===== config.mk =====
export PLATFORM = sky130hd
export DESIGN_NAME = wildcard_name_matcher
export DESIGN_NICKNAME = d
export VERILOG_FILES = /design/src/rtl/core/wnm_pkg.sv /design/src/rtl/core/wildcard_name_matcher.sv /design/src/rtl/core/wnm_cfg.sv /design/src/rtl/core/wnm_cell.sv
export VERILOG_INCLUDE_DIRS = /design/src /design/src/rtl/core
export SDC_FILE = /design/constraint.sdc
export NUM_CORES = 1
export LEC_CHECK = 0
export BUFFER_PORTS_ARGS = -buffer_cell sky130_fd_sc_hd__buf_2
export CORE_MARGIN = 3
export CORE_UTILIZATION = 60
export CTS_CLUSTER_DIAMETER = 150
export DETAILED_ROUTE_END_ITERATION = 7
export GPL_ROUTABILITY_DRIVEN = 0
export HOLD_SLACK_MARGIN = 0.1
export PLACE_DENSITY = 0.89
export SLEW_MARGIN = 20
export SYNTH_ARGS = -nofsm -noshare
export SYNTH_HDL_FRONTEND = slang
export SYNTH_SLANG_ARGS = --single-unit

===== constraint.sdc =====
create_clock -name clk -period 4.2 [get_ports clk]
set_input_delay 0.63 -clock clk [delete_from_list [all_inputs] [get_ports clk]]
set_output_delay 0.63 -clock clk [all_outputs]
set_load 0.01 [all_outputs]

===== src/rtl/core/assert_macros.svh =====
// assertion macros used by the top level of the wildcard name matcher
// no dependencies; bodies drop out when SYNTHESIS is defined
`ifndef ASSERT_MACROS_SVH
`define ASSERT_MACROS_SVH

`ifndef SYNTHESIS

// property must hold at every clock edge outside reset
`define ASSERT_PROP(label, clk, rst, prop) \
  label: assert property (@(posedge clk) disable iff (rst) (prop)) \
    else $error("assertion failed: label");

// condition must never be true outside reset
`define ASSERT_NEVER(label, clk, rst, cond) \
  label: assert property (@(posedge clk) disable iff (rst) !(cond)) \
    else $error("assertion failed: label");

`else

`define ASSERT_PROP(label, clk, rst, prop)
`define ASSERT_NEVER(label, clk, rst, cond)

`endif

`endif


===== src/rtl/core/wnm_pkg.sv =====
// shared types and constants of the wildcard name matcher
// used by wnm_cfg, wnm_cell and wildcard_name_matcher
`timescale 1ns / 1ps
`default_nettype none

package wnm_pkg;

  localparam int PATTERN_CHARS_DEF = 16;
  localparam int REG_CHARS         = 16;
  localparam int LEN_BITS          = 5;
  localparam int CFG_INDEX_W       = 2;
  localparam int CFG_DATA_W        = 64;

  localparam logic [7:0] STAR_CHAR  = 8'h2A;
  localparam logic [7:0] QMARK_CHAR = 8'h3F;

  typedef enum logic [CFG_INDEX_W-1:0] {
    CFG_CHARS_LOW  = 2'd0,
    CFG_CHARS_HIGH = 2'd1,
    CFG_LENGTH     = 2'd2
  } cfg_index_t;

  // handed from one cell to the next along the chain
  typedef struct packed {
    logic start;  // start vector bit for the receiving position
    logic carry;  // next-state bit arriving from the left neighbour
  } wnm_link_t;

endpackage

`default_nettype wire


===== src/rtl/core/wildcard_name_matcher.sv =====
// top level of the wildcard name matcher: config block, row of cells, output register
// depends on wnm_pkg, wnm_cfg, wnm_cell and assert_macros.svh
`timescale 1ns / 1ps
`default_nettype none

// Glob matcher for names streamed one byte per transaction. '*' matches any run of
// characters, '?' any single one, every other byte literally; the pattern is written
// through the cfg port while no name is in flight. Each byte gives one result: matched
// tells whether the name so far matches the whole pattern, tlast echoes the input tlast.
// One byte is accepted every clock while the output register is free or being taken; its
// result is registered there in the next cycle. The clock period is set by the ripple of
// the star closure through the row of cells, one cell per pattern character.
module wildcard_name_matcher
  import wnm_pkg::*;
#(
  parameter int PATTERN_CHARS = PATTERN_CHARS_DEF
) (
  input  wire logic                   clk,
  input  wire logic                   rst,
  input  wire logic                   s_axis_tvalid,
  output logic                        s_axis_tready,
  input  wire logic [7:0]             s_axis_tdata,   // [7:0] name_byte
  input  wire logic                   s_axis_tlast,   // last_byte
  output logic                        m_axis_tvalid,
  input  wire logic                   m_axis_tready,
  output logic [7:0]                  m_axis_tdata,   // [0] matched, [7:1] zero
  output logic                        m_axis_tlast,   // end_of_name
  input  wire logic                   cfg_we,
  input  wire logic [CFG_INDEX_W-1:0] cfg_index,
  input  wire logic [CFG_DATA_W-1:0]  cfg_data
);

  `include "assert_macros.svh"

  localparam int CELLS = (PATTERN_CHARS < REG_CHARS) ? PATTERN_CHARS : REG_CHARS;
  localparam int LEN_W = $clog2(CELLS + 1);

  logic [7:0]       pat_chars [CELLS];
  logic [LEN_W-1:0] len_eff;
  logic             restart_req;
  logic             restart;
  logic             accept;
  wnm_link_t        links [CELLS+1];
  logic [CELLS:0]   closed_vec;
  logic             matched_reg;

  wnm_cfg #(
    .PATTERN_CHARS(PATTERN_CHARS)
  ) u_cfg (
    .clk        (clk),
    .rst        (rst),
    .cfg_we     (cfg_we),
    .cfg_index  (cfg_index),
    .cfg_data   (cfg_data),
    .pat_chars  (pat_chars),
    .len_eff    (len_eff),
    .restart_req(restart_req)
  );

  assign s_axis_tready = ~m_axis_tvalid | m_axis_tready;
  assign accept        = s_axis_tvalid & s_axis_tready;

  assign links[0] = '{start: 1'b1, carry: 1'b0};

  for (genvar p = 0; p < CELLS; p++) begin : g_cell
    wnm_cell u_cell (
      .clk      (clk),
      .rst      (rst),
      .advance  (accept),
      .restart  (restart),
      .in_use   (len_eff > LEN_W'(p)),
      .pat_char (pat_chars[p]),
      .name_byte(s_axis_tdata),
      .link_in  (links[p]),
      .link_out (links[p+1]),
      .closed   (closed_vec[p])
    );
  end

  // the position past the last cell only ever receives from its left
  assign closed_vec[CELLS] = links[CELLS].carry;

  // start vector applies after reset, a pattern write or the last byte of a name
  always_ff @(posedge clk) begin
    if (rst) begin
      restart <= 1'b1;
    end else if (restart_req) begin
      restart <= 1'b1;
    end else if (accept) begin
      restart <= s_axis_tlast;
    end
  end

  always_ff @(posedge clk) begin
    if (rst) begin
      m_axis_tvalid <= 1'b0;
    end else if (s_axis_tready) begin
      m_axis_tvalid <= s_axis_tvalid;
    end
  end

  always_ff @(posedge clk) begin
    if (accept) begin
      matched_reg  <= closed_vec[len_eff];
      m_axis_tlast <= s_axis_tlast;
    end
  end

  assign m_axis_tdata = {7'd0, matched_reg};

  `ASSERT_PROP(a_cfg_restart, clk, rst, restart_req |=> restart)
  `ASSERT_PROP(a_last_restart, clk, rst, (accept && s_axis_tlast && !restart_req) |=> restart)
  `ASSERT_PROP(a_last_out, clk, rst, (accept && s_axis_tlast) |=> (m_axis_tvalid && m_axis_tlast))
  `ASSERT_NEVER(a_empty_no_match, clk, rst, m_axis_tvalid && matched_reg && (len_eff == '0))

endmodule

`default_nettype wire


===== src/rtl/core/wnm_cfg.sv =====
// pattern registers and the write decode of the configuration port
// depends on wnm_pkg
`timescale 1ns / 1ps
`default_nettype none

module wnm_cfg
  import wnm_pkg::*;
#(
  parameter int PATTERN_CHARS = PATTERN_CHARS_DEF,
  parameter int CELLS         = (PATTERN_CHARS < REG_CHARS) ? PATTERN_CHARS : REG_CHARS,
  parameter int LEN_W         = $clog2(CELLS + 1)
) (
  input  wire logic                   clk,
  input  wire logic                   rst,
  input  wire logic                   cfg_we,
  input  wire logic [CFG_INDEX_W-1:0] cfg_index,
  input  wire logic [CFG_DATA_W-1:0]  cfg_data,
  output logic [7:0]                  pat_chars [CELLS],
  output logic [LEN_W-1:0]            len_eff,
  output logic                        restart_req
);

  logic [CFG_DATA_W-1:0] chars_low;
  logic [CFG_DATA_W-1:0] chars_high;
  logic [LEN_BITS-1:0]   len_reg;
  logic                  hit_reg;

  always_comb begin
    hit_reg = 1'b0;
    unique case (cfg_index_t'(cfg_index))
      CFG_CHARS_LOW, CFG_CHARS_HIGH, CFG_LENGTH: hit_reg = 1'b1;
      default: hit_reg = 1'b0;
    endcase
  end

  assign restart_req = cfg_we & hit_reg;

  always_ff @(posedge clk) begin
    if (rst) begin
      chars_low  <= '0;
      chars_high <= '0;
      len_reg    <= '0;
    end else if (cfg_we) begin
      unique case (cfg_index_t'(cfg_index))
        CFG_CHARS_LOW:  chars_low  <= cfg_data;
        CFG_CHARS_HIGH: chars_high <= cfg_data;
        CFG_LENGTH:     len_reg    <= cfg_data[LEN_BITS-1:0];
        default: ;
      endcase
    end
  end

  // saturate to the number of cells
  assign len_eff = (len_reg > LEN_BITS'(CELLS)) ? LEN_W'(CELLS) : LEN_W'(len_reg);

  for (genvar i = 0; i < CELLS; i++) begin : g_chars
    if (i < 8) begin : g_low
      assign pat_chars[i] = chars_low[8*i +: 8];
    end else begin : g_high
      assign pat_chars[i] = chars_high[8*(i-8) +: 8];
    end
  end

endmodule

`default_nettype wire


===== src/rtl/core/wnm_cell.sv =====
// one pattern position of the matcher: its active bit and its step logic
// depends on wnm_pkg
`timescale 1ns / 1ps
`default_nettype none

module wnm_cell
  import wnm_pkg::*;
(
  input  wire logic       clk,
  input  wire logic       rst,
  input  wire logic       advance,
  input  wire logic       restart,
  input  wire logic       in_use,
  input  wire logic [7:0] pat_char,
  input  wire logic [7:0] name_byte,
  input  wire wnm_link_t  link_in,
  output wnm_link_t       link_out,
  output logic            closed
);

  logic active;
  logic cur;
  logic live;
  logic is_star;
  logic hit;
  logic consumed;

  // after reset, a write or the end of a name the start vector stands in
  assign cur      = restart ? link_in.start : active;
  assign is_star  = (pat_char == STAR_CHAR);
  assign hit      = (pat_char == QMARK_CHAR) || (pat_char == name_byte);
  assign live     = cur & in_use;
  assign consumed = live & ~is_star & hit;

  // a star keeps its own position and passes the closure on
  assign closed         = (live & is_star) | link_in.carry;
  assign link_out.start = link_in.start & is_star & in_use;
  assign link_out.carry = consumed | (closed & is_star & in_use);

  always_ff @(posedge clk) begin
    if (rst) begin
      active <= 1'b0;
    end else if (advance) begin
      active <= closed;
    end
  end

endmodule

`default_nettype wire


==> impl_metrics.py, run 1 <==
metrics = {
    "status": {
        "status": "complete, no violations",
    },
    "worst_hold_path": {
        "hold_depth": 1,
        "hold_class": "in -> reg",
        "hold_end": "m_axis_tlast",
        "min_from": "s_axis_tlast",
    },
    "worst_setup_path": {
        "reg2reg_to": "matched_reg",
        "ff2ff_path_depth": 11,
        "arrival_ns": 3.93,
        "end_kind": "flip-flop",
        "r2r_start": "u_cfg.len_reg[1]",
        "start_kind": "flip-flop",
        "slowest_stage": "or4_4",
        "path_cells": "or4_4, nor3b_1, a31o_1, and3_4, nor4_4, o32a_4, a31oi_2, o311ai_2, a31oi_1, a311oi_1, a32oi_1",
        "critical_path_buf_inv_count": 0,
        "crit_fanout": 19,
        "crit_path_max_incr_delay_ns": 0.63,
        "crit_family": "compound AO/OA/AOI/OAI gates",
        "worstPathRequired_ns": 4.37,
        "path_class": "reg -> reg",
        "r2r_slack_ns": 0.44,
    },
    "power_and_ir_drop": {
        "pwr_density_cell_mw_per_mm2": 356.2,
        "share_seq_of_total_power_pct": 43.5,
        "clock_power_share_pct": 45.6,
        "leakage_nw": 3.462,
        "p_int_mw": 2.677,
        "finalPower_mw": 3.613,
        "vdd_drop_max_mv": 0.2950,
        "p_comb_share_pct": 10.9,
        "p_sw_uw": 935.8,
        "p_sw_share_pct": 25.90,
    },
    "route": {
        "via_count": 9241,
        "wl_met3_um": 2870,
        "top_layer": "met4",
        "routed-wl-met2_um": 11840,
        "avgRoutedWirePerCell_um": 17.97,
        "drt_iter0_drc": 1022,
        "drc": 0,
        "vias_per_cell": 6.400,
        "dr.pass1.iters": 6,
        "final_antenna_net_count": 0,
        "wl_um": 25950,
        "met1_length_um": 10160,
    },
    "floorplanning": {
        "coreArea_mm2": 0.01470,
        "initial_core_util_pct": 61.93,
        "die_y_um": 129.2,
        "dieWidth_um": 129.2,
        "num_io_pins": 91,
        "dieArea_mm2": 0.01669,
        "rows": 44,
    },
    "synth": {
        "netlist_instances": 1205,
        "synth_top_area_share_pct": 33.21,
        "yosysWarnings": 0,
        "synth-main-ff-cell": "dfxtp_1",
        "synth_seq_cells": 153,
        "ys_seq_area_share_pct": 33.86,
        "synth_edf_count": 2,
        "netlist_area_mm2": 0.009104,
        "async_reset_ff_share_pct": 0,
        "synthDistinctLibCells": 102,
        "syn_area_per_cell_um2": 7.555,
        "synth_area_leaders": "dfxtp_1, nand2_1, a21oi_1",
        "post-synth-top-area-cell": "dfxtp_1",
    },
    "timing": {
        "fmax_mhz": 266.1,
        "finClkSkew_ns": 0.008698,
        "finalHoldWorstSlack_ns": 0.3762,
        "period_share_pct": 89.49,
        "rsz0062_at_grt": "no",
        "maxSlewViolCount": 0,
        "slew_headroom_pct": 32.27,
        "finalHoldViolCount": 0,
        "tightest_slew_ns": 1.016,
        "min_period_ns": 3.758,
        "tns_ns": 0,
        "finalSetupViolCount": 0,
    },
    "clock_tree": {
        "tritoncts": "done",
        "htree_levels": 4,
        "cts_root_buffer": "clkbuf_16",
        "clockBufferDepth": 2,
        "clk_pin_slew_ns": 0.06,
        "postCtsSetupRepairBufs": 0,
        "cts_sinks": 153,
        "clock_latency_ns": 0.44,
        "cts_made_buffers": 17,
        "cts_resized": 0,
        "hold_buffers": 0,
    },
    "finish": {
        "finish.utilization_pct": 68.99,
        "largestRegisters": "u_cfg.chars_high: 64 flops, u_cfg.chars_low: 64 flops, g_cell.u_cell.active: 16 flops",
        "final_cell_mix": "nand2_1, a21oi_1, dfxtp_1",
        "drive_gt1_share_pct": 14.44,
        "fillers": 1117,
        "syn2layout_area_growth_pct": 11.39,
        "finalNetCount": 1327,
        "antenna_cells": 0,
        "layout_commonest_cell": "nand2_1",
    },
    "global_routing": {
        "grt_use_total_pct": 31.15,
        "overflow": 0,
        "antenna_found_initial": 0,
        "grt_max_degree": 99,
        "grt_pass1_wl_um": 41610,
        "grt_pass1_vias": 8406,
    },
    "placed_design": {
        "place_hpwl_um": 17670,
        "io_buffers": 83,
    },
    "job": {
        "drv_cap": 0,
    },
}
-- power groups by stage --
| stage | clock (mW) | sequential (mW) | combinational (mW) |
|---|---|---|---|
| 2_1_floorplan | 0 | 1.58 | 0.286 |
| 3_3_place_gp | 0 | 1.60 | 0.370 |
| 3_5_place_dp | 0 | 1.60 | 0.381 |
| 4_1_cts | 1.65 | 1.57 | 0.385 |
| 5_1_grt | 1.72 | 1.58 | 0.430 |
| 6_report | 1.65 | 1.57 | 0.393 |
-- routing by layer --
layer	track usage, %	vias up
met1	40.48	4262
met5	0	-
met2	47.71	582
li1	-	4275
met3	8.491	122
met4	15.69	0
-- synthesized netlist by cell type, types with 5 or more instances --
cell and count:
buf_2 9, clkbuf_8 5, nand2_1 304, xnor2_1 88
a31oi_1 10, buf_1 6, buf_4 8, a21oi_1 155
nand4b_1 5, o21ai_0 23, a211oi_1 9, nand4_1 32
nor4_1 19, mux2i_1 6, nor3_1 27, or3_1 11
xor2_1 40, inv_1 12, nand3_1 16, nor2_1 66
and3_1 6, clkbuf_1 57, dfxtp_1 151, o211ai_1 8
-- cell type report --
| class | instances | area, um2 | share of cell area, % |
|---|---|---|---|
| Multi-Input combinational cell | 958 | 5569 | 54.92 |
| Sequential cell | 153 | 3083 | 30.40 |
| Timing Repair Buffer | 104 | 575.6 | 5.675 |
| Clock buffer | 19 | 442.9 | 4.368 |
| Tap cell | 184 | 230.2 | 2.270 |
| Clock inverter | 13 | 191.4 | 1.888 |
| Inverter | 13 | 48.80 | 0.4812 |
-- how the worst max path moves through the flow --
stage / startpoint / endpoint / slack [ns] / cells past startpoint
finish: u_cfg.len_reg[1] / matched_reg / 0.44 / 11
global route: u_cfg.len_reg[1] / matched_reg / 0.25 / 11
CTS: u_cfg.len_reg[1] / matched_reg / 0.49 / 11
detailed placement: u_cfg.len_reg[1] / matched_reg / 0.53 / 11
global placement: u_cfg.len_reg[1] / matched_reg / 0.63 / 11
floorplan: s_axis_tdata[2] / matched_reg / 0.91 / 13
-- stage by stage --
stage	setup slack [ns]	instance area, um2	cells
floorplan	0.9122	9126	1211
global route	0.2541	10140	1444
global placement	0.6315	9502	1412
CTS	0.4852	10140	1444
detailed placement	0.5269	9504	1412
finish	0.4415	10140	1444
-- kinds of logic after synthesis --
group | Yosys count | share of synthesized area [%]
flip-flops | 153 | 33.86
other | 1 | 0.04119
AND/OR/NAND/NOR | 540 | 28.26
buffers and inverters | 100 | 5.333
XOR/XNOR | 128 | 12.31
AO/OA/AOI/OAI | 277 | 19.53
multiplexers | 6 | 0.6597
Power figures use the tool's default switching activity.
==> inputs of run 2 (changes only) <==
BUFFER_PORTS_ARGS = default   (was -buffer_cell sky130_fd_sc_hd__buf_2)
DONT_BUFFER_PORTS = 1   (was default)
PLACE_DENSITY = 0.84   (was 0.89)
==> run 2 against run 1 <==
  * Core utilization decreased by 3.2 points
  * Count of clock-buffer cells in the layout fell by 1
  * Clock power decreased by 5%
  * Power shrank 5.8%
  * Critical path type unchanged
  * Combinational power is 29% lower
  * Fmax rose by 0.46%
  * Die area unchanged
  * Sequential share of layout area up 1.5 points
==> impl_metrics.py, run 2 (synthesized netlist as in run 1, its figures left out) <==
metrics = {
    "timing": {
        "min_period_ns": 3.741,
        "rsz0062_at_grt": "no",
        "maxSlewViolCount": 0,
        "fmax_mhz": 267.3,
        "finClkSkew_ns": 0.01457,
        "finalHoldViolCount": 0,
        "period_share_pct": 89.07,
        "slew_headroom_pct": 37.43,
        "finalSetupViolCount": 0,
        "tns_ns": 0,
        "tightest_slew_ns": 0.9386,
    },
    "global_routing": {
        "use_met1_pct": 38.96,
        "antenna_found_initial": 0,
        "overflow": 0,
        "grt_max_degree": 152,
        "grt_use_total_pct": 30.12,
        "gr-max-usage-layer": "met2",
        "grt_pass1_wl_um": 40250,
        "grt_pass1_vias": 8006,
        "met2_usage_pct": 49.15,
        "gr-usage-met3_pct": 8.038,
    },
    "floorplanning": {
        "dieWidth_um": 129.2,
        "initial_core_util_pct": 61.93,
        "coreArea_mm2": 0.01470,
        "num_io_pins": 91,
        "dieArea_mm2": 0.01669,
        "die_y_um": 129.2,
        "rows": 44,
    },
    "power_and_ir_drop": {
        "clock_power_share_pct": 45.8,
        "pwr_density_cell_mw_per_mm2": 352.1,
        "leakage_nw": 3.110,
        "p_sw_share_pct": 25.39,
        "p_int_mw": 2.539,
        "vdd_drop_max_mv": 0.2977,
        "p_sw_uw": 864.1,
        "finalPower_mw": 3.404,
        "share_seq_of_total_power_pct": 46.0,
        "p_comb_share_pct": 8.2,
    },
    "worst_setup_path": {
        "crit_path_max_incr_delay_ns": 0.58,
        "slowest_stage": "or4_4",
        "path_cells": "or4_4, nor3b_1, and3_1, a31oi_1, a211oi_1, a21oi_1, a31oi_2, o311ai_2, a31oi_1, a311oi_1, a32oi_1",
        "critical_path_buf_inv_count": 0,
        "end_kind": "flip-flop",
        "arrival_ns": 3.90,
        "path_class": "reg -> reg",
        "crit_fanout": 13,
        "crit_family": "compound AO/OA/AOI/OAI gates",
        "start_kind": "flip-flop",
        "worstPathRequired_ns": 4.35,
        "worst_path_most_repeated_cell": "a31oi_1",
    },
    "route": {
        "avgRoutedWirePerCell_um": 18.60,
        "drt_iter0_drc": 840,
        "final_antenna_net_count": 0,
        "via_count": 8623,
        "wl_um": 25270,
        "vias_per_cell": 6.350,
        "drc": 0,
        "dr.pass1.iters": 5,
    },
    "clock_tree": {
        "clockBufferDepth": 2,
        "tritoncts": "done",
        "htree_levels": 4,
        "cts_sinks": 153,
        "hold_buffers": 0,
        "clk_pin_slew_ns": 0.07,
        "clock_latency_ns": 0.44,
        "cts_made_buffers": 17,
        "cts_root_buffer": "clkbuf_16",
    },
    "finish": {
        "finalNetCount": 1241,
        "antenna_cells": 0,
        "drive_gt1_share_pct": 8.348,
        "layout_commonest_cell": "nand2_1",
        "fillers": 1225,
        "largestRegisters": "u_cfg.chars_high: 64 flops, u_cfg.chars_low: 64 flops, g_cell.u_cell.active: 16 flops",
        "syn2layout_area_growth_pct": 6.185,
        "final_cell_mix": "nand2_1, a21oi_1, dfxtp_1",
    },
    "status": {
        "status": "complete, no violations",
    },
    "placed_design": {
        "place_hpwl_um": 17070,
        "io_buffers": 0,
    },
    "worst_hold_path": {
        "hold_class": "in -> reg",
    },
    "job": {
        "drv_cap": 0,
    },
}
-- run 2: layout make-up --
class	instances	area, um2	area share (%)
clock buffer	18	439.2	4.543
clock inverter	14	158.9	1.644
inverter	13	48.80	0.5048
multi-input combinational	958	5572	57.64
sequential	153	3083	31.89
tap	184	230.2	2.382
timing repair buffer	18	135.1	1.398
-- run 2: repair_timing --
item,CTS,global route
resized for setup,0,1
buffers inserted,0,3
endpoints found under the hold margin,0,0
endpoints found under the setup margin,0,2
-- run 2: path summary, 6_finish.rpt --
path / startpoint / endpoint / slack (ns) / cells past startpoint
setup / recovery: u_cfg.len_reg[2] / matched_reg / 0.46 / 11
hold / removal: rst / u_cfg.chars_low[63] / 0.26 / 1
hold reg to reg: g_cell[15].u_cell.active / g_cell[15].u_cell.active / 0.46 / 2
setup reg to reg: u_cfg.len_reg[2] / matched_reg / 0.46 / 11
-- run 2: metal layers --
| layer | share of wire (%) | routed length, um |
|---|---|---|
| met5 | 0 | 0 |
| met4 | 2.4 | 596 |
| met3 | 9.0 | 2286 |
| met2 | 48 | 12010 |
| met1 | 41 | 10370 |
-- run 2: worst register-to-register path: cells and delay by family (launching register included) --
kind | cells | cell delay (ns)
simple gates | 3 | 0.95
compound gates | 8 | 2.07
flops | 1 | 0.47
-- run 2: through the flow --
stage	hold slack [ns]	instance area, um2	setup slack [ns]	std cells	utilization [%]
after global placement	0.4341	9039	0.4913	1323	61.49
after floorplan	0.4321	9126	0.9122	1211	-
after detailed placement	0.4449	9039	0.3988	1323	61.49
after CTS	0.2517	9637	0.3543	1355	65.56
after global routing	0.2443	9667	0.3403	1358	65.76
final	0.2577	9667	0.4589	1358	65.76
-- run 2: power by group through the flow --
stage | logic [mW] | registers, mW | clock network [mW]
6_report | 0.280 | 1.57 | 1.56
5_1_grt | 0.310 | 1.57 | 1.63
4_1_cts | 0.277 | 1.56 | 1.57
3_5_place_dp | 0.273 | 1.60 | 0
3_3_place_gp | 0.266 | 1.59 | 0
2_1_floorplan | 0.286 | 1.58 | 0
==> inputs of run 3 (changes only) <==
clock period = 3.55 ns   (was 4.2 ns; I/O delays follow)
==> run 3 against run 2 <==
  * The run now ends with setup timing left
  * Clock power is 20% higher
  * Register-to-register slack worse by 0.54 ns
  * Wire length is 3.9% higher
  * Worst setup slack worse by 0.54 ns
==> impl_metrics.py, run 3 (synthesized netlist as in run 1, its figures left out) <==
metrics = {
    "status": {
        "status": "finished with violations",
        "violations": "setup timing",
    },
    "clock_tree": {
        "htree_levels": 4,
        "clk_pin_slew_ns": 0.06,
        "clockBufferDepth": 2,
        "cts_root_buffer": "clkbuf_16",
        "cts_sinks": 153,
        "clock_latency_ns": 0.44,
        "tritoncts": "done",
        "cts_made_buffers": 17,
    },
    "route": {
        "top_layer": "met4",
        "drt_iter0_drc": 1013,
        "met1_length_um": 10540,
        "via_count": 8775,
        "dr.pass1.iters": 8,
        "wl_um": 26260,
        "vias_per_cell": 6.414,
        "final_antenna_net_count": 0,
        "drc": 0,
        "wl_met3_um": 2591,
        "avgRoutedWirePerCell_um": 19.19,
        "routed-wl-met2_um": 12150,
    },
    "worst_setup_path": {
        "arrival_ns": 3.80,
        "end_kind": "flip-flop",
        "slowest_stage": "a221oi_2",
        "worstPathRequired_ns": 3.72,
        "worst_path_most_repeated_cell": "buf_4",
        "crit_fanout": 6,
        "crit_path_max_incr_delay_ns": 0.47,
        "critical_path_buf_inv_count": 2,
        "start_kind": "flip-flop",
        "path_class": "reg -> reg",
        "path_cells": "buf_4, a2111o_1, nand4_1, nor2_4, a31oi_1, a211oi_2, a221oi_2, buf_4, and2_1, o221a_1, o21ai_1, a311oi_1, a32oi_1",
        "crit_family": "compound AO/OA/AOI/OAI gates",
    },
    "floorplanning": {
        "die_y_um": 129.2,
        "coreArea_mm2": 0.01470,
        "dieWidth_um": 129.2,
        "dieArea_mm2": 0.01669,
        "rows": 44,
        "initial_core_util_pct": 61.93,
        "num_io_pins": 91,
    },
    "finish": {
        "layout_commonest_cell": "nand2_1",
        "fillers": 1173,
        "antenna_cells": 0,
        "finalNetCount": 1252,
        "largestRegisters": "u_cfg.chars_high: 64 flops, u_cfg.chars_low: 64 flops, g_cell.u_cell.active: 16 flops",
        "syn2layout_area_growth_pct": 8.329,
        "final_area_mm2": 0.009862,
        "drive_gt1_share_pct": 9.882,
        "finish.utilization_pct": 67.09,
        "final_cell_mix": "nand2_1, a21oi_1, dfxtp_1",
    },
    "timing": {
        "finalSetupViolCount": 1,
        "tightest_slew_ns": 0.7277,
        "finalHoldViolCount": 0,
        "period_share_pct": 102.3,
        "min_period_ns": 3.630,
        "tns_ns": -0.08009,
        "slew_headroom_pct": 51.48,
        "finClkSkew_ns": 0.007107,
        "maxSlewViolCount": 0,
        "finalHoldWorstSlack_ns": 0.1609,
        "fmax_mhz": 275.5,
        "setup_ws_ns": -0.08009,
    },
    "global_routing": {
        "antenna_found_initial": 0,
        "grt_pass1_vias": 8148,
        "grt_use_total_pct": 31.07,
        "grt_max_degree": 152,
        "overflow": 0,
        "grt_pass1_wl_um": 41290,
    },
    "job": {
        "drv_cap": 0,
    },
    "power_and_ir_drop": {
        "leakage_nw": 3.192,
        "vdd_drop_max_mv": 0.3645,
        "pwr_density_cell_mw_per_mm2": 412.1,
        "finalPower_mw": 4.064,
    },
    "placed_design": {
        "io_buffers": 0,
        "place_hpwl_um": 17550,
        "place_area_mm2": 0.009121,
    },
    "worst_hold_path": {
        "hold_class": "in -> reg",
    },
}
[run 3: cell types whose count changed in the layout (fill, tap and decap cells not counted), moves of 2 or more]
cell      change
inv_6         -4
o31ai_2       -2
buf_4        +10
clkinv_2      +2
[run 3: area by class of cell]
type	instances	area, um2	share of cell area, %
Clock buffer	20	456.7	4.631
Clock inverter	11	146.4	1.484
Inverter	13	48.80	0.4948
Multi-Input combinational cell	958	5675	57.55
Sequential cell	153	3083	31.26
Tap cell	184	230.2	2.334
Timing Repair Buffer	29	221.5	2.246
[run 3: path summary, 6_finish.rpt]
path | start | to | slack, ns | depth (start not counted)
max | u_cfg.len_reg[2] | matched_reg | -0.08 | 13
max reg2reg | u_cfg.len_reg[2] | matched_reg | -0.08 | 13
min | rst | u_cfg.chars_high[57] | 0.16 | 1
min reg2reg | g_cell[8].u_cell.active | g_cell[8].u_cell.active | 0.46 | 2
[run 3: report_power, final]
group          internal [mW]  switching, mW
Combinational          0.157          0.187
Sequential              1.78         0.0688
Clock                   1.14          0.732
[run 3: through the flow]
step | cells | worst slack (ns)
final | 1368 | -0.08009
after global routing | 1368 | -0.1390
after CTS | 1365 | 0.09868
after detailed placement | 1334 | 0.1271
after global placement | 1334 | 0.2174
after floorplan | 1211 | 0.3416
[run 3: routing by layer]
metal,vias up,global-route usage [%]
met5,-,0
met4,0,10.99
met1,4075,39.16
met3,116,9.852
li1,4120,-
met2,464,50.27
[run 3: what timing repair did]
action | 4_1_cts | 5_1_grt
setup endpoints to repair | 0 | 2
buffers inserted | 0 | 3
gates resized for setup | 0 | 17
hold buffers | 0 | 0
[run 3: worst register-to-register path, delay by kind of cell, from the launching register on]
| kind | cells | cell delay (ns) |
|---|---|---|
| buffers and inverters | 2 | 0.40 |
| AO/OA/AOI/OAI | 8 | 2.10 |
| flip-flops | 1 | 0.35 |
| AND/OR/NAND/NOR | 3 | 0.50 |
